<file path="config.mk">
export PLATFORM = sky130hd
export DESIGN_NAME = lfps_ctrl
export DESIGN_NICKNAME = d
export VERILOG_FILES = /design/src/lfps_pkg.sv /design/src/lfps_ctrl.sv
export SDC_FILE = /design/constraint.sdc
export NUM_CORES = 1
export LEC_CHECK = 0
export BUFFER_PORTS_ARGS = -buffer_cell sky130_fd_sc_hd__clkbuf_2
export CORE_MARGIN = 5
export CORE_UTILIZATION = 48
export DETAILED_ROUTE_END_ITERATION = 8
export HOLD_SLACK_MARGIN = 0.1
export PLACE_DENSITY = 0.84
export SYNTH_ARGS = -nofsm -noshare
export SYNTH_HDL_FRONTEND = slang
export SYNTH_SLANG_ARGS = --single-unit
</file>
<file path="constraint.sdc">
create_clock -name clock -period 1.85 [get_ports clock]
set_input_delay 0.37 -clock clock [delete_from_list [all_inputs] [get_ports clock]]
set_output_delay 0.37 -clock clock [all_outputs]
set_load 0.05 [all_outputs]
</file>
<file path="src/lfps_pkg.sv">
//------------------------------------------------------------------------------
// lfps_pkg
// Shared constants, register indexes and controller command types for the
// line follower steering block.
//------------------------------------------------------------------------------
`default_nettype none

package lfps_pkg;

   localparam int NUM_SENSORS_DEF = 8;
   localparam int FULL_SCALE_DEF  = 1000;
   localparam int SAMPLE_BITS_DEF = 10;

   localparam int THR_W      = 10;
   localparam int GAIN_W     = 16;
   localparam int SPEED_W    = 14;
   localparam int OUT_W      = 16;
   localparam int POS_W      = 13;
   localparam int CSR_W      = 16;
   localparam int CSR_IDX_W  = 3;
   localparam int GAIN_SHIFT = 12;
   localparam int CNT_W      = 5;

   localparam int DARK_RESET    = 600;
   localparam int BRIGHT_RESET  = 900;
   localparam int ONLINE_RESET  = 200;
   localparam int WEIGHT_RESET  = 50;
   localparam int PROP_RESET    = 3277;
   localparam int INTEG_RESET   = 0;
   localparam int DERIV_RESET   = 82;
   localparam int BASE_RESET    = 1000;

   typedef enum logic [CSR_IDX_W-1:0] {
      REG_DARK   = 3'd0,
      REG_BRIGHT = 3'd1,
      REG_ONLINE = 3'd2,
      REG_WEIGHT = 3'd3,
      REG_PROP   = 3'd4,
      REG_INTEG  = 3'd5,
      REG_DERIV  = 3'd6,
      REG_BASE   = 3'd7
   } reg_index_type;

   typedef struct packed {
      logic             norm_init;
      logic             norm_step;
      logic             acc_init;
      logic             acc_step;
      logic             div_init;
      logic             div_step;
      logic             pos_calc;
      logic             mul;
      logic             sum;
      logic             pid;
      logic             finish;
      logic [CNT_W-1:0] idx;
   } ctl_cmd_type;

   typedef struct packed {
      logic out_busy;
   } ctl_sts_type;

endpackage

`default_nettype wire

</file>
<file path="src/lfps_ctrl.sv">
//------------------------------------------------------------------------------
// lfps_ctrl
// Sequencer that steps the datapath through normalization, accumulation,
// position division and the steering arithmetic.
//------------------------------------------------------------------------------
`default_nettype none

module lfps_ctrl #(
   parameter int NUM_SENSORS = lfps_pkg::NUM_SENSORS_DEF,
   parameter int FULL_SCALE  = lfps_pkg::FULL_SCALE_DEF
) (
   input  wire                         clock,
   input  wire                         reset,
   input  wire                         accept,
   output logic                        req_ready,
   output lfps_pkg::ctl_cmd_type       cmd,
   input  wire lfps_pkg::ctl_sts_type  sts
);
   import lfps_pkg::*;

   localparam int QB  = $clog2(FULL_SCALE + 1);
   localparam int TOP = FULL_SCALE * (NUM_SENSORS - 1);
   localparam int PW  = $clog2(TOP + 1);

   typedef enum logic [3:0] {
      ST_IDLE, ST_NORM_INIT, ST_NORM, ST_ACC_INIT, ST_ACC, ST_DIV_INIT, ST_DIV,
      ST_POS, ST_MUL, ST_SUM, ST_PID, ST_FIN
   } state_type;

   state_type        state_ff;
   logic [CNT_W-1:0] cnt_ff;
   logic             ready_ff;

   always_ff @(posedge clock) begin
      if (reset) begin
         state_ff <= ST_IDLE;
         cnt_ff   <= '0;
         ready_ff <= 1'b1;
      end else begin
         unique case (state_ff)
            ST_IDLE: begin
               if (accept) begin
                  state_ff <= ST_NORM_INIT;
                  ready_ff <= 1'b0;
               end
            end
            ST_NORM_INIT: begin
               state_ff <= ST_NORM;
               cnt_ff   <= '0;
            end
            ST_NORM: begin
               cnt_ff <= cnt_ff + 1'b1;
               if (cnt_ff == CNT_W'(QB - 1)) begin
                  state_ff <= ST_ACC_INIT;
               end
            end
            ST_ACC_INIT: begin
               state_ff <= ST_ACC;
               cnt_ff   <= '0;
            end
            ST_ACC: begin
               cnt_ff <= cnt_ff + 1'b1;
               if (cnt_ff == CNT_W'(NUM_SENSORS - 1)) begin
                  state_ff <= ST_DIV_INIT;
               end
            end
            ST_DIV_INIT: begin
               state_ff <= ST_DIV;
               cnt_ff   <= '0;
            end
            ST_DIV: begin
               cnt_ff <= cnt_ff + 1'b1;
               if (cnt_ff == CNT_W'(PW - 1)) begin
                  state_ff <= ST_POS;
               end
            end
            ST_POS: state_ff <= ST_MUL;
            ST_MUL: state_ff <= ST_SUM;
            ST_SUM: state_ff <= ST_PID;
            ST_PID: state_ff <= ST_FIN;
            ST_FIN: begin
               if (!sts.out_busy) begin
                  state_ff <= ST_IDLE;
                  ready_ff <= 1'b1;
               end
            end
            default: state_ff <= ST_IDLE;
         endcase
      end
   end

   always_comb begin
      cmd           = '0;
      cmd.idx       = cnt_ff;
      cmd.norm_init = (state_ff == ST_NORM_INIT);
      cmd.norm_step = (state_ff == ST_NORM);
      cmd.acc_init  = (state_ff == ST_ACC_INIT);
      cmd.acc_step  = (state_ff == ST_ACC);
      cmd.div_init  = (state_ff == ST_DIV_INIT);
      cmd.div_step  = (state_ff == ST_DIV);
      cmd.pos_calc  = (state_ff == ST_POS);
      cmd.mul       = (state_ff == ST_MUL);
      cmd.sum       = (state_ff == ST_SUM);
      cmd.pid       = (state_ff == ST_PID);
      cmd.finish    = (state_ff == ST_FIN) && !sts.out_busy;
   end

   assign req_ready = ready_ff;

`ifndef SYNTH
   a_accept_idle: assert property (@(posedge clock) disable iff (reset)
      accept |-> state_ff == ST_IDLE)
      else $error("item accepted while busy");
   a_finish_free: assert property (@(posedge clock) disable iff (reset)
      cmd.finish |-> !sts.out_busy)
      else $error("result written into a full output register");
   a_one_step: assert property (@(posedge clock) disable iff (reset)
      $onehot0({cmd.norm_step, cmd.acc_step, cmd.div_step, cmd.finish, accept}))
      else $error("overlapping datapath steps");
   a_ready_back: assert property (@(posedge clock) disable iff (reset)
      cmd.finish |=> req_ready)
      else $error("input not reopened after finish");
`endif

endmodule

`default_nettype wire

</file>
### Word-level counts from Yosys, hierarchy flattened

Cells that the tools add are included.

| cells by class | value |
|---|---|
| add/sub/neg operators | 1 |
| equality and inequality tests | 19 |
| mux-type cells | 10 |
| reductions and logical operators | 9 |

Operators with widths:

| cell | number |
|---|---|
| $pmux W4 S12 | 1 |
| $mux W4 | 5 |
| $eq A4 B3 Y1 const B | 4 |
| $eq A4 B4 Y1 const B | 4 |
| $eq A5 B4 Y1 const B | 2 |
| $pmux W5 S2 | 1 |
| $eq A4 B2 Y1 const B | 2 |
| $ne A2 B1 Y1 const B | 3 |
| $reduce_or A3 Y1 | 2 |
| $add A5 B1 Y5 const B | 1 |
| $eq A5 B3 Y1 const B | 1 |
| $reduce_and A5 Y1 | 1 |
| $eq A4 B1 Y1 const B | 1 |
| $logic_not A4 Y1 | 1 |
| $ne A2 B2 Y1 const B | 2 |
| $reduce_bool A2 Y1 | 2 |
| $reduce_and A3 Y1 | 1 |
| $mux W1 | 2 |
| $pmux W1 S2 | 1 |
| $logic_and A1 B1 Y1 | 1 |
| $logic_not A1 Y1 | 1 |

| word-level totals | value |
|---|---|
| bits in registers | 10 |
| input port bits | 4 |
| output and inout bits | 17 |
| logic and storage cells | 42 |

### Depth between registers and ports, before layout

Gate-level depths: netlist of run 1.

| logic depth | value |
|---|---|
| depth after elaboration | 3 |
| gate-level depth with buffers | 5 |
| mapped depth without buffers | 5 |

### Worst setup path before layout of run 1

Ideal clock, no wire load.

| timing | value |
|---|---|
| kind | flip-flop to output port |
| start | reg state_ff[0] |
| end | out cmd[5] (netlist name) |
| arrival | 1.649 ns |
| path slack | -0.169 ns |
| cell stages (with the launch flop) | 4 |
| buffers on the path | 1 |
| path through | dfxtp_1 -> buf_2 -> nand2_1 -> nor3_1 |

RTL lines:

| item | RTL line | text |
|---|---|---|
| start: declaration | lfps_ctrl.sv:30 | `state_type state_ff;` |
| start signal: assignment | lfps_ctrl.sv:36 | `state_ff <= ST_IDLE;` |
| start signal: assignment | lfps_ctrl.sv:43 | `state_ff <= ST_NORM_INIT;` |
| start signal: assignment | lfps_ctrl.sv:48 | `state_ff <= ST_NORM;` |
| end: declaration | lfps_ctrl.sv:16 | `output lfps_pkg::ctl_cmd_type cmd,` |

==> results of run 1 <==
[synthesized netlist by cell type]
cell type and number:
a2111oi_0 1, a211o_1 1, a211oi_1 1, a21oi_1 2, a311oi_1 3, a31oi_1 3
and3_1 4, buf_2 4, buf_4 1, clkbuf_1 1, dfxtp_1 10, ha_1 3
inv_1 3, nand2_1 3, nand2b_1 4, nand3_1 1, nand3b_1 2, nand4b_1 1
nor2_1 12, nor2b_1 2, nor3_1 4, nor3b_1 1, nor4_1 1, nor4bb_1 1
o2111ai_1 1, o211ai_1 1, o21ai_0 1, o31ai_1 2, or2_1 1, or2_2 1
or2_4 1, or3_1 1, or3b_1 2, or4b_1 1, xor2_1 1
[per-layer routing]
| metal | up-vias | part of all wire [%] | track usage (%) |
|---|---|---|---|
| met2 | 31 | 47 | 23.8 |
| met4 | 0 | 3.4 | 12.2 |
| met1 | 318 | 43 | 22.4 |
| met3 | 5 | 5.9 | 2.30 |
| met5 | - | 0 | 0 |
| li1 | 340 | - | - |
[report_power, final]
| part | switching (W) | total, W | internal, W |
|---|---|---|---|
| clock | 0.0000745 | 0.000150 | 0.0000752 |
| sequential | 0.0000171 | 0.000243 | 0.000226 |
| combinational | 0.0000820 | 0.000121 | 0.0000392 |
| total | 0.000174 | 0.000514 | 0.000340 |
[repair_timing]
action                                  CTS  global route
endpoints found under the setup margin    5             5
setup buffers                             0             0
resized for setup                         6             8
[per-stage QoR]
step	power (W)	util [%]	worst slack (ps)	hold WS, ps	cells
CTS	0.000515	61.1	35.6	446	115
global route	0.000543	62.0	8.88	469	115
global placement	0.000360	58.5	238	445	112
floorplan	0.000337	-	140	460	82
finish	0.000514	62.0	73.2	457	115
detailed placement	0.000364	58.5	208	475	112
[worst reg2reg max path, delay by kind of cell, from the launching register on]
| kind | cells | cell delay, ps |
|---|---|---|
| and+or+nand+nor | 2 | 720 |
| DFF | 1 | 430 |
| AOI/OAI and AO/OA | 1 | 250 |
[final cells by class]
type,instances,area [sq um],share of cell area (%)
Multi-Input combinational cell,63,422,52.9
Tap cell,15,18.8,2.35
Sequential cell,10,205,25.7
Clock buffer,3,22.5,2.83
Timing Repair Buffer,21,118,14.8
Inverter,3,11.3,1.41
[state kept, by name (all words and copies together) (netlist names)]
register   cells
state_ff       4
req_ready      1
cnt_ff         5
[cells by family (layout without fill, tap and decap cells)]
logic type	after synthesis	count (layout)	share of synthesized area (%)
xor gates and xnor gates	1	1	1.34
adders and majority gates	3	3	5.76
buffers and inverters	9	27	6.53
and+or+nand+nor	43	43	37.8
AOI/OAI and AO/OA	16	16	17.9
DFF	10	10	30.7
[path summary, 6_finish.rpt]
check,from,to,slack (ps),cells past startpoint
worst max-delay path,state_ff[1],cmd[8],70,3
worst min-delay path,reset,state_ff[3],460,2
worst max register to register,state_ff[1],cnt_ff[3],380,3
worst min register to register,req_ready,req_ready,480,1
==> results.ini, run 1 <==
[outcome]
status=completed

[clock_tree]
cts-root-buf=clkbuf_4
clockBufferDepth=2
cts_buffers=3
path_clk_slew_ps=60
cts_tree=done
clock_latency_ps=270
cts_sinks=10
h-tree-depth=1
postCtsHoldBufs=0

[sta]
fin_crit_ps=1780
fin_tns_setup_ps=0
rsz0062_at_grt=false
fmax_mhz=563
slew_violations=0
hold_violations=0
period_share_pct=96.0
worst_pin_slew_ps=626
max_slew_margin_pct=58.0
setup_violations=0
finClkSkew_ps=5.83

[drt]
drt-initial-drc-count=20
avgViaCountPerCell=6.03
ant_nets=0
drt-pass1-iter-count=4
num_vias=694
totalWireLength_um=1580
wire_per_inst_um=13.7
post-route-drc-count=0

[critical_path]
setup.worst_path.class=flip-flop to primary output
cp.buffers_inverters=1
cp_max_fo=12
max_stage_delay_ps=370
cp_data_arrival_time_ps=1410
cpMaxStageDelayCell=dfxtp_2
required_ps=1480
crit_path_start_kind=flip-flop
cp_cell_sequence=or2_1 -> nor2_1 -> buf_2
cp_top_family=simple AND/OR/NAND/NOR gates
cp-end-kind=primary output

[grt]
grt_pass1_wl_um=2590
overflow=0
first_global_vias=581
antenna_found_initial=0
grt_usage_pct=16.6
grt_max_degree=15

[job]
maxCapViolCount=0

[placement]
io_buffers=20
gp_congestion=0.789
placedInstanceArea_sq_um=752
hpwl_um=1180

[final_layout]
fin_area_sq_um=797
final_common_cell=clkbuf_2
layout_common_cells=15 x clkbuf_2, 12 x nor2_1, 6 x dfxtp_1
nets=109
diodes=0
fillers=117
area_growth_pct=22.3
drive_above_1_share_pct=32.0

[yosys]
ys_seq_area_share_pct=30.7
netlist.area_leader.share_pct=30.7
synth_area_per_cell_sq_um=7.95
ys_ff_latch=10
synth_area_leaders=dfxtp_1 31%, nor2_1 6.9%, ha_1 5.8%
synth_cell_types=35
syn_area_sq_um=652
yosys_warnings=0
yosysTopAreaCell=dfxtp_1
synthCells=82
synth_nets=89

[floorplanning]
num_rows=13
die_w_um=46.9
die_y_um=46.9
fp.dieArea_sq_um=2190
core_area_sq_um=1280
boundaryPins=21
initial_utilization_pct=50.7

[min_path]
min_path_type=input port to flip-flop

[pwr]
power.density_nw_per_um2=644
ir_drop_uv=461
p_leak_nw=0.351

No activity file was read; power rests on OpenSTA's default activity.
==> run 2: changes to the inputs <==
--- a/config.mk
+++ b/config.mk
@@ -6,11 +6,12 @@
 export NUM_CORES = 1
 export LEC_CHECK = 0
 export BUFFER_PORTS_ARGS = -buffer_cell sky130_fd_sc_hd__clkbuf_2
-export CORE_MARGIN = 5
-export CORE_UTILIZATION = 48
+export CORE_AREA = 5 5 42 44
+export CTS_BUF_LIST = sky130_fd_sc_hd__clkbuf_8
 export DETAILED_ROUTE_END_ITERATION = 8
+export DIE_AREA = 0 0 47 49
 export HOLD_SLACK_MARGIN = 0.1
-export PLACE_DENSITY = 0.84
+export PLACE_DENSITY = 0.85
 export SYNTH_ARGS = -nofsm -noshare
 export SYNTH_HDL_FRONTEND = slang
 export SYNTH_SLANG_ARGS = --single-unit
==> run 2 against run 1 <==
  * Worst hold slack gained 4.4 ps
  * Clock skew shrank 2.3 ps
  * Global-route usage shrank 2.3 points
  * Clock power grew 81%
  * Highest routed layer unchanged
==> results.ini, run 2 (synthesis results as in run 1) <==
[outcome]
status=completed  ; unchanged

[clock_tree]
h-tree-depth=1  ; unchanged
clock_latency_ps=230  ; was 270 ps
cts-root-buf=clkbuf_8  ; was clkbuf_4
cts_sinks=10  ; unchanged
cts_setup_buffers=0  ; unchanged
path_clk_slew_ps=50  ; was 60 ps
clockBufferDepth=2  ; unchanged
cts_tree=done  ; unchanged
cts_buffers=3  ; unchanged

[sta]
period_share_pct=95.3  ; was 96.0%
finClkSkew_ps=3.51  ; was 5.83 ps
hold_violations=0  ; unchanged
worst_pin_slew_ps=657  ; was 626 ps
slew_violations=0  ; unchanged
fmax_mhz=567  ; was 563 MHz
fin_tns_setup_ps=0  ; unchanged
max_slew_margin_pct=55.9  ; was 58.0%
rsz0062_at_grt=false  ; unchanged
setup_violations=0  ; unchanged
fin_crit_ps=1760  ; was 1780 ps

[final_layout]
max_flop_register=cnt_ff  ; unchanged
postLayoutCoreUtil_pct=58.0  ; was 62.0%
diodes=0  ; unchanged
final_common_cell=clkbuf_2  ; unchanged
nets=108  ; was 109
area_growth_pct=24.8  ; was 22.3%
largest_reg_flops=5  ; unchanged
fin_area_sq_um=813  ; was 797 sq um
drive_above_1_share_pct=32.0  ; unchanged
layout_common_cells=17 x clkbuf_2, 12 x nor2_1, 6 x dfxtp_1  ; was 15 x clkbuf_2, 12 x nor2_1, 6 x dfxtp_1

[pwr]
p_leak_nw=0.358  ; was 0.351 nW
combPwrFrac_pct=18.9  ; was 23.6%
power_switching_w=0.000182  ; was 0.000174 W
power.density_nw_per_um2=778  ; was 644 nW/um^2
p_clk_share_pct=42.9  ; was 29.1%
ir_drop_uv=568  ; was 461 uV
p_int_w=0.000451  ; was 0.000340 W
p_seq_share_pct=38.3  ; was 47.3%
switching_share_pct=28.8  ; was 33.8%

[placement]
gp_congestion=0.786  ; was 0.789
hpwl_um=1140  ; was 1180 um
io_buffers=20  ; unchanged
placedInstanceArea_sq_um=746  ; was 752 sq um

[floorplanning]
die_y_um=49  ; was 46.9 um
fp.dieArea_sq_um=2300  ; was 2190 sq um
boundaryPins=21  ; unchanged
die_w_um=47  ; was 46.9 um
initial_utilization_pct=46.5  ; was 50.7%
num_rows=14  ; was 13
core_area_sq_um=1400  ; was 1280 sq um

[grt]
grt_pass1_wl_um=2520  ; was 2590 um
overflow=0  ; unchanged
antenna_found_initial=0  ; unchanged
first_global_vias=589  ; was 581
grt_usage_pct=14.3  ; was 16.6%
grt_max_degree=15  ; unchanged

[drt]
wire_per_inst_um=13.8  ; was 13.7 um
ant_nets=0  ; unchanged
drt-initial-drc-count=22  ; was 20
avgViaCountPerCell=5.59  ; was 6.03
drt-pass1-iter-count=4  ; unchanged
num_vias=649  ; was 694
post-route-drc-count=0  ; unchanged
totalWireLength_um=1600  ; was 1580 um

[job]
maxCapViolCount=0  ; unchanged

[critical_path]
setup.worst_path.class=flip-flop to primary output  ; unchanged
cp-end-kind=primary output  ; unchanged
required_ps=1480  ; about the same
cp_max_fo=12  ; unchanged
cp_data_arrival_time_ps=1390  ; was 1410 ps
crit_path_start_kind=flip-flop  ; unchanged

[min_path]
min_path_type=flip-flop to flip-flop  ; was input port to flip-flop

-- run 2: cell types whose count changed in the layout (fill, tap and decap cells not counted) --
cell and delta:
clkbuf_4 -3, clkbuf_2 +2, or2_4 +1, nand2b_4 -1
buf_4 -3, or2_1 -1, clkbuf_8 +4, nand2b_1 +1
-- run 2: final timing paths --
path         cells after the start  slack, ps         to   startpoint
max                              4         90     cmd[9]  state_ff[3]
min                              1        460  req_ready    req_ready
max reg2reg                      4        380  cnt_ff[4]    cnt_ff[0]
min reg2reg                      1        460  req_ready    req_ready
-- run 2: power groups by stage --
stage / clock (W) / sequential [W] / combinational, W
after floorplan: 0 / 0.000253 / 0.0000848
after global placement: 0 / 0.000244 / 0.000113
after detailed placement: 0 / 0.000245 / 0.000116
after CTS: 0.000279 / 0.000241 / 0.000117
after global routing: 0.000291 / 0.000244 / 0.000129
final: 0.000271 / 0.000242 / 0.000119
-- run 2: per-layer routing --
| layer | GRT usage (%) | vias up | wire (um) |
|---|---|---|---|
| li1 | - | 333 | - |
| met1 | 21.1 | 300 | 743 |
| met2 | 20.1 | 14 | 766 |
| met3 | 3.69 | 2 | 86 |
| met4 | 4.15 | 0 | 7 |
| met5 | 0 | - | 0 |
-- run 2: per-stage QoR --
step / setup slack [ps] / power [W] / cells / hold WS, ps
final: 87.7 / 0.000633 / 116 / 462
after global routing: 29.0 / 0.000664 / 116 / 500
after CTS: 10.8 / 0.000637 / 116 / 467
after detailed placement: 214 / 0.000361 / 112 / 454
after global placement: 220 / 0.000357 / 112 / 448
after floorplan: 140 / 0.000337 / 82 / 460
-- run 2: cell type report --
cell class / instances / area (sq um)
clock buffer: 4 / 55.1
fill: 126 / 588
inverter: 3 / 11.3
multi-input combinational: 63 / 417
sequential: 10 / 205
tap: 16 / 20.0
timing repair buffer: 20 / 105
-- run 2: timing repair --
action,4_1_cts,5_1_grt
resized for setup,3,5
setup endpoints to repair,2,6
hold buffers,0,0
-- run 2: worst max-delay path: stages (launching register included) --
cell      delay, ps
dfxtp_2         380
nand2b_1        210
or2_2           300
inv_1            60
clkbuf_4        220
