<file path="config.mk">
export PLATFORM = sky130hd
export DESIGN_NAME = lfps_datapath_flat
export DESIGN_NICKNAME = d
export VERILOG_FILES = /design/src/lfps_pkg.sv /design/src/lfps_rsp_if.sv /design/src/lfps_datapath.sv /design/src/flat_wrapper.sv
export SDC_FILE = /design/constraint.sdc
export NUM_CORES = 2
export LEC_CHECK = 0
export BUFFER_PORTS_ARGS = -buffer_cell sky130_fd_sc_hd__buf_2
export CORE_MARGIN = 1
export CORE_UTILIZATION = 59
export CTS_CLUSTER_DIAMETER = 100
export DETAILED_ROUTE_END_ITERATION = 6
export GPL_ROUTABILITY_DRIVEN = 0
export PLACE_DENSITY = 0.76
export SKIP_LAST_GASP = 1
export SLEW_MARGIN = 20
export SYNTH_ARGS = -nofsm -noshare
export SYNTH_HDL_FRONTEND = slang
export SYNTH_SLANG_ARGS = --single-unit
</file>
<file path="constraint.sdc">
create_clock -name clock -period 8 [get_ports clock]
set_input_delay 1.6 -clock clock [delete_from_list [all_inputs] [get_ports clock]]
set_output_delay 1.6 -clock clock [all_outputs]
set_load 0.05 [all_outputs]
</file>
<file path="src/lfps_pkg.sv">
//------------------------------------------------------------------------------
// lfps_pkg
// Shared constants, register indexes and controller command types for the
// line follower steering block.
//------------------------------------------------------------------------------
`default_nettype none

package lfps_pkg;

   localparam int NUM_SENSORS_DEF = 8;
   localparam int FULL_SCALE_DEF  = 1000;
   localparam int SAMPLE_BITS_DEF = 10;

   localparam int THR_W      = 10;
   localparam int GAIN_W     = 16;
   localparam int SPEED_W    = 14;
   localparam int OUT_W      = 16;
   localparam int POS_W      = 13;
   localparam int CSR_W      = 16;
   localparam int CSR_IDX_W  = 3;
   localparam int GAIN_SHIFT = 12;
   localparam int CNT_W      = 5;

   localparam int DARK_RESET    = 600;
   localparam int BRIGHT_RESET  = 900;
   localparam int ONLINE_RESET  = 200;
   localparam int WEIGHT_RESET  = 50;
   localparam int PROP_RESET    = 3277;
   localparam int INTEG_RESET   = 0;
   localparam int DERIV_RESET   = 82;
   localparam int BASE_RESET    = 1000;

   typedef enum logic [CSR_IDX_W-1:0] {
      REG_DARK   = 3'd0,
      REG_BRIGHT = 3'd1,
      REG_ONLINE = 3'd2,
      REG_WEIGHT = 3'd3,
      REG_PROP   = 3'd4,
      REG_INTEG  = 3'd5,
      REG_DERIV  = 3'd6,
      REG_BASE   = 3'd7
   } reg_index_type;

   typedef struct packed {
      logic             norm_init;
      logic             norm_step;
      logic             acc_init;
      logic             acc_step;
      logic             div_init;
      logic             div_step;
      logic             pos_calc;
      logic             mul;
      logic             sum;
      logic             pid;
      logic             finish;
      logic [CNT_W-1:0] idx;
   } ctl_cmd_type;

   typedef struct packed {
      logic out_busy;
   } ctl_sts_type;

endpackage

`default_nettype wire

</file>
<file path="src/lfps_rsp_if.sv">
//------------------------------------------------------------------------------
// lfps_rsp_if
// Result channel carrying wheel commands and the line estimate.
//------------------------------------------------------------------------------
`default_nettype none

interface lfps_rsp_if;
   logic                              valid;
   logic                              ready;
   logic signed [lfps_pkg::OUT_W-1:0] left_speed;
   logic signed [lfps_pkg::OUT_W-1:0] right_speed;
   logic [lfps_pkg::POS_W-1:0]        line_position;
   logic                              on_line;

   modport source (output valid, output left_speed, output right_speed,
                   output line_position, output on_line, input ready);
   modport sink (input valid, input left_speed, input right_speed,
                 input line_position, input on_line, output ready);
endinterface

`default_nettype wire

</file>
<file path="src/lfps_datapath.sv">
//------------------------------------------------------------------------------
// lfps_datapath
// Sensor normalization lanes, weighted sums, position divider, PID terms,
// configuration registers and the output register.
//------------------------------------------------------------------------------
`default_nettype none

module lfps_datapath #(
   parameter int NUM_SENSORS = lfps_pkg::NUM_SENSORS_DEF,
   parameter int FULL_SCALE  = lfps_pkg::FULL_SCALE_DEF,
   parameter int SAMPLE_BITS = lfps_pkg::SAMPLE_BITS_DEF
) (
   input  wire                                    clock,
   input  wire                                    reset,
   input  wire                                    accept,
   input  wire [NUM_SENSORS*SAMPLE_BITS-1:0]      sensor,
   input  wire                                    csr_wr_en,
   input  wire [lfps_pkg::CSR_IDX_W-1:0]          csr_index,
   input  wire [lfps_pkg::CSR_W-1:0]              csr_wdata,
   input  wire lfps_pkg::ctl_cmd_type             cmd,
   output lfps_pkg::ctl_sts_type                  sts,
   lfps_rsp_if.source                             rsp_ch
);
   import lfps_pkg::*;

   localparam int N      = NUM_SENSORS;
   localparam int SB     = SAMPLE_BITS;
   localparam int QB     = $clog2(FULL_SCALE + 1);
   localparam int NW     = SB + QB;
   localparam int TOP    = FULL_SCALE * (N - 1);
   localparam int CENTER = TOP / 2;
   localparam int PW     = $clog2(TOP + 1);
   localparam int EW     = PW + 1;
   localparam int VW     = $clog2(N * FULL_SCALE + 1);
   localparam int XW     = VW + PW;
   localparam int IW     = $clog2(N);
   localparam int MW     = (QB > THR_W) ? QB : THR_W;
   localparam int PRW    = EW + GAIN_W + 2;
   localparam int AW     = PRW + 2;
   localparam int DW     = AW - GAIN_SHIFT;
   localparam int SW     = DW + 1;
   localparam int ROUND  = (1 << GAIN_SHIFT) - 1;
   localparam int SAT_HI = (1 << (OUT_W - 1)) - 1;
   localparam int SAT_LO = -(1 << (OUT_W - 1));

   // Configuration registers.
   logic [SB-1:0]      dark_ff, bright_ff;
   logic [THR_W-1:0]   online_th_ff, weight_th_ff;
   logic [GAIN_W-1:0]  prop_gain_ff, integ_gain_ff, deriv_gain_ff;
   logic [SPEED_W-1:0] base_ff;

   always_ff @(posedge clock) begin
      if (reset) begin
         dark_ff       <= SB'(DARK_RESET);
         bright_ff     <= SB'(BRIGHT_RESET);
         online_th_ff  <= THR_W'(ONLINE_RESET);
         weight_th_ff  <= THR_W'(WEIGHT_RESET);
         prop_gain_ff  <= GAIN_W'(PROP_RESET);
         integ_gain_ff <= GAIN_W'(INTEG_RESET);
         deriv_gain_ff <= GAIN_W'(DERIV_RESET);
         base_ff       <= SPEED_W'(BASE_RESET);
      end else if (csr_wr_en) begin
         unique case (csr_index)
            REG_DARK:   dark_ff       <= csr_wdata[SB-1:0];
            REG_BRIGHT: bright_ff     <= csr_wdata[SB-1:0];
            REG_ONLINE: online_th_ff  <= csr_wdata[THR_W-1:0];
            REG_WEIGHT: weight_th_ff  <= csr_wdata[THR_W-1:0];
            REG_PROP:   prop_gain_ff  <= csr_wdata[GAIN_W-1:0];
            REG_INTEG:  integ_gain_ff <= csr_wdata[GAIN_W-1:0];
            REG_DERIV:  deriv_gain_ff <= csr_wdata[GAIN_W-1:0];
            REG_BASE:   base_ff       <= csr_wdata[SPEED_W-1:0];
            default: ;
         endcase
      end
   end

   // Normalization lanes: one restoring divider per sensor sharing the divisor.
   logic [SB-1:0] smp_ff    [N];
   logic [NW-1:0] lane_num_ff [N];
   logic [QB-1:0] lane_q_ff [N];
   logic          lane_zero_ff [N];
   logic          lane_full_ff [N];
   logic [NW-1:0] dsr_ff;
   logic [QB-1:0] lane_v    [N];
   logic [SB-1:0] span;
   logic          span_ok;

   assign span_ok = bright_ff > dark_ff;
   assign span    = bright_ff - dark_ff;

   always_ff @(posedge clock) begin
      if (cmd.norm_init) begin
         dsr_ff <= NW'(span) << (QB - 1);
      end else if (cmd.norm_step) begin
         dsr_ff <= dsr_ff >> 1;
      end
      for (int i = 0; i < N; i++) begin
         if (accept) begin
            smp_ff[i] <= sensor[i*SB +: SB];
         end
         if (cmd.norm_init) begin
            lane_zero_ff[i] <= !span_ok || (smp_ff[i] <= dark_ff);
            lane_full_ff[i] <= (smp_ff[i] - dark_ff) >= span;
            lane_num_ff[i]  <= NW'(smp_ff[i] - dark_ff) * NW'(FULL_SCALE);
            lane_q_ff[i]    <= '0;
         end else if (cmd.norm_step) begin
            if (lane_num_ff[i] >= dsr_ff) begin
               lane_num_ff[i] <= lane_num_ff[i] - dsr_ff;
               lane_q_ff[i]   <= {lane_q_ff[i][QB-2:0], 1'b1};
            end else begin
               lane_q_ff[i]   <= {lane_q_ff[i][QB-2:0], 1'b0};
            end
         end
      end
   end

   always_comb begin
      for (int i = 0; i < N; i++) begin
         if (lane_zero_ff[i]) begin
            lane_v[i] = '0;
         end else if (lane_full_ff[i]) begin
            lane_v[i] = QB'(FULL_SCALE);
         end else begin
            lane_v[i] = lane_q_ff[i];
         end
      end
   end

   // Weighted accumulation, one sensor per cycle.
   logic [QB-1:0] sel_v;
   logic [VW-1:0] vsum_ff;
   logic [XW-1:0] wsum_ff;
   logic [PW-1:0] weight_ff;
   logic          online_ff;

   assign sel_v = lane_v[cmd.idx[IW-1:0]];

   always_ff @(posedge clock) begin
      if (cmd.acc_init) begin
         vsum_ff   <= '0;
         wsum_ff   <= '0;
         weight_ff <= '0;
         online_ff <= 1'b0;
      end else if (cmd.acc_step) begin
         weight_ff <= weight_ff + PW'(FULL_SCALE);
         if (MW'(sel_v) > MW'(online_th_ff)) begin
            online_ff <= 1'b1;
         end
         if (MW'(sel_v) > MW'(weight_th_ff)) begin
            vsum_ff <= vsum_ff + VW'(sel_v);
            wsum_ff <= wsum_ff + XW'(sel_v) * XW'(weight_ff);
         end
      end
   end

   // Position divider: quotient known to stay below 2**PW.
   logic [XW-1:0] rem_ff, dvs_ff;
   logic [PW-1:0] pq_ff;

   always_ff @(posedge clock) begin
      if (cmd.div_init) begin
         rem_ff <= wsum_ff;
         dvs_ff <= XW'(vsum_ff) << (PW - 1);
         pq_ff  <= '0;
      end else if (cmd.div_step) begin
         dvs_ff <= dvs_ff >> 1;
         if (rem_ff >= dvs_ff) begin
            rem_ff <= rem_ff - dvs_ff;
            pq_ff  <= {pq_ff[PW-2:0], 1'b1};
         end else begin
            pq_ff  <= {pq_ff[PW-2:0], 1'b0};
         end
      end
   end

   // Position, error and PID arithmetic.
   logic [PW-1:0]        last_pos_ff, pos_ff, pos_sel;
   logic signed [EW-1:0] prev_err_ff, err_ff, err_in;
   logic signed [EW:0]   esum_ff, edif_ff;
   logic signed [PRW-1:0] prod_p_ff, prod_i_ff, prod_d_ff;
   logic signed [AW-1:0] acc_ff, acc_biased;
   logic signed [DW-1:0] pid_ff;
   logic signed [SW-1:0] left_sum, right_sum, base_s;

   always_comb begin
      if (online_ff) begin
         pos_sel = (vsum_ff != '0) ? pq_ff : last_pos_ff;
      end else begin
         pos_sel = (last_pos_ff < PW'(CENTER)) ? '0 : PW'(TOP);
      end
   end

   assign err_in     = $signed({1'b0, pos_sel}) - $signed(EW'(CENTER));
   assign acc_biased = acc_ff + ((acc_ff < 0) ? AW'(ROUND) : AW'(0));
   assign base_s     = $signed(SW'(base_ff));
   assign left_sum   = base_s + SW'(pid_ff);
   assign right_sum  = base_s - SW'(pid_ff);

   function automatic logic signed [OUT_W-1:0] sat16(input logic signed [SW-1:0] v);
      logic signed [OUT_W-1:0] r;
      if (v > $signed(SW'(SAT_HI))) begin
         r = OUT_W'(SAT_HI);
      end else if (v < $signed(SW'(SAT_LO))) begin
         r = OUT_W'(SAT_LO);
      end else begin
         r = v[OUT_W-1:0];
      end
      return r;
   endfunction

   always_ff @(posedge clock) begin
      if (cmd.pos_calc) begin
         pos_ff  <= pos_sel;
         err_ff  <= err_in;
         esum_ff <= (EW + 1)'(err_in) + (EW + 1)'(prev_err_ff);
         edif_ff <= (EW + 1)'(err_in) - (EW + 1)'(prev_err_ff);
      end
      if (cmd.mul) begin
         prod_p_ff <= PRW'($signed({1'b0, prop_gain_ff})) * PRW'(err_ff);
         prod_i_ff <= PRW'($signed({1'b0, integ_gain_ff})) * PRW'(esum_ff);
         prod_d_ff <= PRW'($signed({1'b0, deriv_gain_ff})) * PRW'(edif_ff);
      end
      if (cmd.sum) begin
         acc_ff <= AW'(prod_p_ff) + AW'(prod_i_ff) + AW'(prod_d_ff);
      end
      if (cmd.pid) begin
         pid_ff <= acc_biased[AW-1:GAIN_SHIFT];
      end
   end

   // Loop state and output register.
   logic                    rsp_valid_ff;
   logic signed [OUT_W-1:0] left_ff, right_ff;
   logic [PW-1:0]           out_pos_ff;
   logic                    out_online_ff;

   always_ff @(posedge clock) begin
      if (reset) begin
         last_pos_ff  <= '0;
         prev_err_ff  <= '0;
         rsp_valid_ff <= 1'b0;
      end else if (cmd.finish) begin
         last_pos_ff  <= pos_ff;
         prev_err_ff  <= err_ff;
         rsp_valid_ff <= 1'b1;
      end else if (rsp_ch.ready) begin
         rsp_valid_ff <= 1'b0;
      end
   end

   always_ff @(posedge clock) begin
      if (cmd.finish) begin
         out_pos_ff    <= pos_ff;
         out_online_ff <= online_ff;
         if (online_ff) begin
            left_ff  <= sat16(left_sum);
            right_ff <= sat16(right_sum);
         end else if (pos_ff == '0) begin
            left_ff  <= -$signed({2'b00, base_ff});
            right_ff <= $signed({2'b00, base_ff});
         end else begin
            left_ff  <= $signed({2'b00, base_ff});
            right_ff <= -$signed({2'b00, base_ff});
         end
      end
   end

   assign sts.out_busy         = rsp_valid_ff && !rsp_ch.ready;
   assign rsp_ch.valid         = rsp_valid_ff;
   assign rsp_ch.left_speed    = left_ff;
   assign rsp_ch.right_speed   = right_ff;
   assign rsp_ch.line_position = POS_W'(out_pos_ff);
   assign rsp_ch.on_line       = out_online_ff;

`ifndef SYNTH
   a_valid_after_finish: assert property (@(posedge clock) disable iff (reset)
      cmd.finish |=> rsp_valid_ff)
      else $error("result not presented after finish");
   a_pos_range: assert property (@(posedge clock) disable iff (reset)
      rsp_valid_ff |-> out_pos_ff <= PW'(TOP))
      else $error("line position out of range");
   a_lost_edge: assert property (@(posedge clock) disable iff (reset)
      (rsp_valid_ff && !out_online_ff) |-> (out_pos_ff == '0 || out_pos_ff == PW'(TOP)))
      else $error("lost line position not at an edge");
`endif

endmodule

`default_nettype wire
</file>
<file path="src/flat_wrapper.sv">
// flat-port wrapper written by rule: the top's interface ports become plain ports
module lfps_datapath_flat import lfps_pkg::*;
#(
   parameter int NUM_SENSORS = lfps_pkg::NUM_SENSORS_DEF,
   parameter int FULL_SCALE  = lfps_pkg::FULL_SCALE_DEF,
   parameter int SAMPLE_BITS = lfps_pkg::SAMPLE_BITS_DEF
)
  (clock, reset, accept, sensor, csr_wr_en, csr_index, csr_wdata, cmd, sts, rsp_ch_valid, rsp_ch_left_speed, rsp_ch_right_speed, rsp_ch_line_position, rsp_ch_on_line, rsp_ch_ready);
  lfps_rsp_if rsp_ch_i ();
  input  wire clock;
  input  wire reset;
  input  wire accept;
  input  wire [NUM_SENSORS*SAMPLE_BITS-1:0] sensor;
  input  wire csr_wr_en;
  input  wire [lfps_pkg::CSR_IDX_W-1:0] csr_index;
  input  wire [lfps_pkg::CSR_W-1:0] csr_wdata;
  input  wire lfps_pkg::ctl_cmd_type cmd;
  output lfps_pkg::ctl_sts_type sts;
  output wire logic [$bits(rsp_ch_i.valid)-1:0] rsp_ch_valid;
  output wire logic [$bits(rsp_ch_i.left_speed)-1:0] rsp_ch_left_speed;
  output wire logic [$bits(rsp_ch_i.right_speed)-1:0] rsp_ch_right_speed;
  output wire logic [$bits(rsp_ch_i.line_position)-1:0] rsp_ch_line_position;
  output wire logic [$bits(rsp_ch_i.on_line)-1:0] rsp_ch_on_line;
  input wire logic [$bits(rsp_ch_i.ready)-1:0] rsp_ch_ready;
  assign rsp_ch_valid = rsp_ch_i.valid;
  assign rsp_ch_left_speed = rsp_ch_i.left_speed;
  assign rsp_ch_right_speed = rsp_ch_i.right_speed;
  assign rsp_ch_line_position = rsp_ch_i.line_position;
  assign rsp_ch_on_line = rsp_ch_i.on_line;
  assign rsp_ch_i.ready = rsp_ch_ready;
  lfps_datapath #(.NUM_SENSORS(NUM_SENSORS), .FULL_SCALE(FULL_SCALE), .SAMPLE_BITS(SAMPLE_BITS)) u_core (.clock(clock), .reset(reset), .accept(accept), .sensor(sensor), .csr_wr_en(csr_wr_en), .csr_index(csr_index), .csr_wdata(csr_wdata), .cmd(cmd), .sts(sts), .rsp_ch(rsp_ch_i));
endmodule
</file>
======== After elaboration in Yosys (flattened, before gate mapping) ========
Memories as Yosys holds them, arrays and structs flattened.
Cells that the tools add are included.
word-level totals
  logic and storage cells ................. 318
  register bits after elaboration ......... 520
  output and inout port bits .............. 48
  bits in writable memories ............... 336
  bits of input ports ..................... 120
  memories kept ........................... 5
operators by class
  $lt $le $gt $ge ......................... 35
  reductions and logical operators ........ 29
  multipliers ............................. 12
  equal/unequal tests ..................... 7
  bitwise logic cells ..................... 25
  add/sub/neg operators ................... 38
  mux-type cells .......................... 133
memory list
  memory               words  bits a word  rd ports  clocked after Yosys merged registers in  write ports  RTL line             source
  u_core.lane_num_ff   8      20           8         0                                        8            lfps_datapath.sv:79  logic [NW-1:0] lane_num_ff [N];
  u_core.lane_q_ff     8      10           8         0                                        8            lfps_datapath.sv:80  logic [QB-1:0] lane_q_ff [N];
  u_core.smp_ff        8      10           8         0                                        8            lfps_datapath.sv:78  logic [SB-1:0] smp_ff [N];
  u_core.lane_full_ff  8      1            8         0                                        8            lfps_datapath.sv:82  logic lane_full_ff [N];
  u_core.lane_zero_ff  8      1            8         0                                        8            lfps_datapath.sv:81  logic lane_zero_ff [N];
operators by type and width
  cell                                                                             count
  10-bit 2-to-1 mux                                                                34
  20-bit by 19-bit greater-or-equal comparator with 1-bit output                   8
  20-bit by 7-bit multiplier with 17-bit output (second input constant)            8
  20-bit 2-to-1 mux                                                                8
  20-bit by 19-bit subtractor with 20-bit output                                   8
  16-bit 2-to-1 mux                                                                8
  10-bit subtractor                                                                9
  10-bit by 10-bit subtractor with 11-bit output                                   8
  10-bit greater-or-equal comparator                                               8
  10-bit less-or-equal comparator                                                  8
  26-bit 2-to-1 mux                                                                3
  1-bit 2-to-1 mux                                                                 71
  17-bit by 15-bit multiplier with 32-bit output                                   2
  25-bit 2-to-1 mux                                                                2
  23-bit by 16-bit > comparator with 1-bit output (second input constant)          2
  23-bit by 16-bit less-than comparator with 1-bit output (second input constant)  2
  13-bit 2-to-1 mux                                                                3
  19-bit 2-to-1 mux                                                                2
  33-bit by 32-bit adder with 34-bit output                                        1
  34-bit adder                                                                     1
  34-bit by 1-bit less-than comparator with 1-bit output (second input constant)   1
  31-bit by 32-bit adder with 33-bit output                                        1
  17-bit by 14-bit multiplier with 31-bit output                                   1
  10-bit binary-select mux with 3-bit select                                       1
  29 further kinds                                                                 79

======== Depth between registers and ports, before layout ========
An unclocked memory read counts as a cell.
  depth after elaboration ................. 8
  mapped depth ............................ 29
  depth with buffers taken out ............ 29

======== Worst setup path before layout ========
No wires, ideal clock.
  path type ............................... input port to flip-flop
  start point ............................. in cmd[0] in the netlist's numbering
  end point ............................... reg u_core.wsum_ff[24]
  stages .................................. 27
  path buffers ............................ 2
  library setup time ...................... 0.128 ns
  required time ........................... 7.872 ns
  data arrival time ....................... 7.582 ns
  path slack .............................. 0.291 ns
  cells stage by stage .................... or2_2 > clkbuf_1 > nor2_1 > a22oi_1 > a211oi_1 > a21o_1 > clkbuf_1 > nand2_1 > fa_1 > inv_1 > fa_1 > fa_1 > fa_1 > inv_1 > fa_1 > inv_1 > ha_1 > a21o_1 > a21o_1 > a21oi_1 > o21ai_0 > a21o_1 > o41a_1 > a211oi_1 > xnor2_1 > mux2i_1 > nor2_1
on the way
  word-level cells in the longest chain between the ends .. 6
  elaborated cells between the ends (all ways) .. 8
  classes of those cells .................. add/sub: 1; mul: 1; order compare: 1; mux: 3; bitwise: 1; reduce/logical: 1
RTL lines
  element                                                                                       RTL line                                    source
  from (decl)                                                                                   flat_wrapper.sv:17                          input wire lfps_pkg::ctl_cmd_type cmd;
  3-bit inverter with 4-bit output (not written as such) *                                      lfps_datapath.sv:136                        assign sel_v = lane_v[cmd.idx[IW-1:0]];
  10-bit binary-select mux with 3-bit select *                                                  lfps_datapath.sv:136
  10-bit 2-to-1 mux (not written as such) * (2 in a row)                                        lfps_datapath.sv:136
  10-bit by 13-bit multiplier with 23-bit output / 10-bit > comparator (equally long branches)  lfps_datapath.sv:151, lfps_datapath.sv:149
  26-bit by 23-bit adder with 26-bit output / 2-bit AND reduction (equally long branches)       -
  to (signal assigned)                                                                          lfps_datapath.sv:151                        wsum_ff <= wsum_ff + XW'(sel_v) * XW'(weight_ff);
  to (decl)                                                                                     lfps_datapath.sv:132                        logic [XW-1:0] wsum_ff;
Every way passes the cells marked *; elsewhere a longest branch is shown, timed or not. The select of a mux whose other input is x is not followed.
A chain may end at the register's enable or synchronous reset.

======== Worst setup path in the final report ========
  start point ............................. in cmd[0] in the netlist's numbering
  end point ............................... reg u_core.wsum_ff[23]
The elaborated chain is that of the path after synthesis.

==> impl_metrics.json <==
{
  "area_delta_synth_final_pct": 7.38,
  "reg2regPathDepth": 22,
  "synthesis.instances": 9480,
  "vdd_drop_max_mv": 0.471,
  "yosys_register_bits": 845,
  "r2r-start": "u_core.deriv_gain_ff[8]",
  "async_flop_share_pct": 0,
  "post_cts_buffers": 0,
  "wl_per_cell_um": 20.8,
  "grt_pass1_vias": 71556,
  "synth-seq-area-share_pct": 25.2,
  "drv_slew": 0,
  "synth_ff_type": "edfxtp_1",
  "rsz0062_at_grt": "no",
  "fp.dieH_um": 398,
  "startpoint_type": "primary input",
  "synth-edff-count": 636,
  "tightest_slew_ns": 1.25,
  "path_class": "primary input to flip-flop",
  "ant_nets": 0,
  "outcome": "finished, final reports clean",
  "cts.sinks": 845,
  "cp.buffers_inverters": 7,
  "final_core_util_pct": 64.1,
  "cts_tree": "yes",
  "drc": 0,
  "min_path_type": "flip-flop to flip-flop",
  "path_max_fanout": 8,
  "crit_top_cell": "fa_1",
  "rr_endpoint": "u_core.prod_d_ff[30]",
  "drt-initial-drc-count": 5337,
  "synthesis.area_mm2": 0.0924,
  "maxCapViolations": 0,
  "instances_no_fill": 11755,
  "die_area_mm2": 0.158,
  "grtUsageTotal_pct": 31.2,
  "period_needed_ns": 7.49,
  "grt_max_degree": 92,
  "std_cell_rows": 144,
  "setup_viol": 0,
  "hold_buffers": 0,
  "fmax_mhz": 134,
  "dpl.hpwl_mm": 188,
  "htree_levels": 3,
  "ys_warn_count": 0,
  "design_area_mm2": 0.0992,
  "portBuffers": 165,
  "cts_buffers": 99,
  "root_buffer": "clkbuf_16",
  "slowest_stage": "fa_1",
  "viasPerCell": 5.87,
  "path_clk_slew_ns": 0.06,
  "clockBufferDepth": 3,
  "power.density_mw_per_mm2": 476,
  "grt_pass1_wl_mm": 385,
  "yosysUniqueCellTypes": 105,
  "nets": 11841,
  "arrival_ns": 8.06,
  "p_leak_nw": 46.0,
  "overflow": 0,
  "final_common_cell": "inv_1",
  "path_delay_family": "adder cells",
  "via_count": 69042,
  "avgSynthCellArea_um2": 9.74,
  "dpl_cell_area_mm2": 0.0959,
  "hold_end": "u_core.dark_ff[8]",
  "die_w_um": 398,
  "antenna_found_initial": 25,
  "place_inst": 11558,
  "max_stage_delay_ns": 0.54,
  "syn-num-nets": 11706,
  "crit_path_end_kind": "flip-flop",
  "p_total_mw": 47.2,
  "hold_start": "u_core.dark_ff[8]",
  "required_ns": 8.57,
  "initial_utilization_pct": 59.7,
  "reg2reg_setup_slack_ns": 0.80,
  "cts_resized": 0,
  "wirelength_mm": 244,
  "io_pins": 168,
  "slew_headroom_pct": 15.2,
  "fin_crit_sh_pct": 93.6,
  "min_path_cells": 2,
  "skew_ns": 0.0437,
  "coreArea_mm2": 0.155,
  "drtPass1Iterations": 7,
  "mostFrequentLayoutCells": "1409 x inv_1, 1144 x ha_1, 962 x fa_1",
  "drive_gt1_share_pct": 6.07,
  "hold_viol": 0,
  "clkLatencyLatePin_ns": 0.75
}
[worst reg2reg max path, cell delays in order, from the launching register on]
cell	delay, ns
dfxtp_1	0.86
nand2_1	0.19
fa_1	0.58
inv_1	0.05
fa_1	0.48
inv_1	0.05
fa_1	0.48
fa_1	0.52
fa_1	0.49
inv_1	0.05
fa_1	0.44
ha_1	0.26
nor4_1	0.34
o211ai_1	0.19
and3_1	0.26
a2bb2oi_1	0.20
a311o_1	0.42
o311ai_1	0.28
nand2b_1	0.13
a21oi_1	0.16
nor2b_1	0.07
o41ai_1	0.34
xnor2_1	0.11
[routing by layer]
metal  vias to the layer above  GRT usage [%]  wire (µm)
met3                       638           6.02      19700
met2                      2518           51.5     114000
met5                         -              0        128
met1                     34041           38.9      95700
li1                      31825              -          -
met4                        20           16.2      14600
[cell type report]
cell class | count | area (µm²)
sequential | 845 | 23300
fill | 12217 | 55600
clock inverter | 49 | 473
tap | 2044 | 2560
clock buffer | 137 | 2730
multi-input combinational | 6942 | 62800
antenna | 11 | 27.5
inverter | 1413 | 5300
timing repair buffer | 314 | 1970
[worst max-delay path by stage]
stage,from,end,slack (ns),cells after the start
after global placement,cmd[0],u_core.wsum_ff[23],-0.03,27
after CTS,cmd[0],u_core.wsum_ff[24],0.61,27
after detailed placement,cmd[0],u_core.wsum_ff[23],-0.13,27
final,cmd[0],u_core.wsum_ff[23],0.51,27
after global routing,cmd[0],u_core.wsum_ff[23],0.17,28
after floorplan,cmd[0],u_core.wsum_ff[24],0.29,27
[Yosys cell counts (12+ instances only)]
cell type / instances / area [µm²]
inv_1: 1410 / 5290
ha_1: 1144 / 14300
fa_1: 962 / 19300
nand2_1: 959 / 3600
edfxtp_1: 636 / 19100
a21oi_1: 508 / 2540
nor2_1: 488 / 1830
xnor2_1: 388 / 3400
and2_1: 314 / 1960
o21ai_0: 291 / 1460
clkbuf_1: 246 / 923
a21o_1: 237 / 1780
xor2_1: 233 / 2040
dfxtp_1: 209 / 4180
mux2i_1: 142 / 1420
nand2b_1: 141 / 882
nor2b_1: 115 / 719
and3_1: 102 / 638
nor3_1: 98 / 490
o21bai_1: 92 / 691
nand3_1: 79 / 395
nand4_1: 58 / 363
o21a_1: 47 / 353
or2_2: 34 / 213
a211oi_1: 33 / 248
o22ai_1: 32 / 200
a31oi_1: 31 / 194
or3_1: 28 / 175
o211ai_1: 27 / 203
nand3b_1: 25 / 188
nor4_1: 24 / 150
o21ai_1: 24 / 120
o31ai_1: 21 / 158
a211o_1: 17 / 149
mux2_2: 15 / 169
o221ai_1: 14 / 123
o311ai_0: 14 / 123
a221oi_1: 12 / 105
buf_1: 12 / 45.0
o41ai_1: 12 / 105
[where the power goes]
group | leakage, nW | internal, mW | switching, mW
Sequential | 8.14 | 7.34 | 0.836
Combinational | 36.3 | 15.2 | 19.3
Clock | 1.54 | 2.60 | 1.98
[registers in the layout, summed over array words and instances, names as in the netlist, 25 cells and up]
| signal | count |
|---|---|
| u_core.acc_ff | 34 |
| u_core.dvs_ff | 25 |
| u_core.lane_q_ff | 80 |
| u_core.lane_num_ff | 160 |
| u_core.prod_p_ff | 31 |
| u_core.smp_ff | 80 |
| u_core.rem_ff | 26 |
| u_core.prod_i_ff | 32 |
| u_core.prod_d_ff | 32 |
[per-stage QoR]
stage	setup TNS [ns]	setup WS (ns)	hold slack [ns]
after detailed placement	-0.242	-0.127	0.446
after floorplan	0	0.291	0.436
after global placement	-0.0337	-0.0337	0.441
after CTS	0	0.612	0.454
after global routing	0	0.169	0.481
final	0	0.515	0.455
[logic make-up (layout without fill, tap and decap cells)]
family	count (synthesis)	count (layout)	synth area share [%]
AOI/OAI and AO/OA	1554	1554	10.9
xor gates and xnor gates	621	621	5.89
adders and majority gates	2106	2106	36.4
buffers and inverters	1693	1913	6.92
DFF	845	845	25.2
muxes	159	159	1.75
other	0	11	0
and+or+nand+nor	2502	2502	12.9
(Power assumes the default switching activity.)
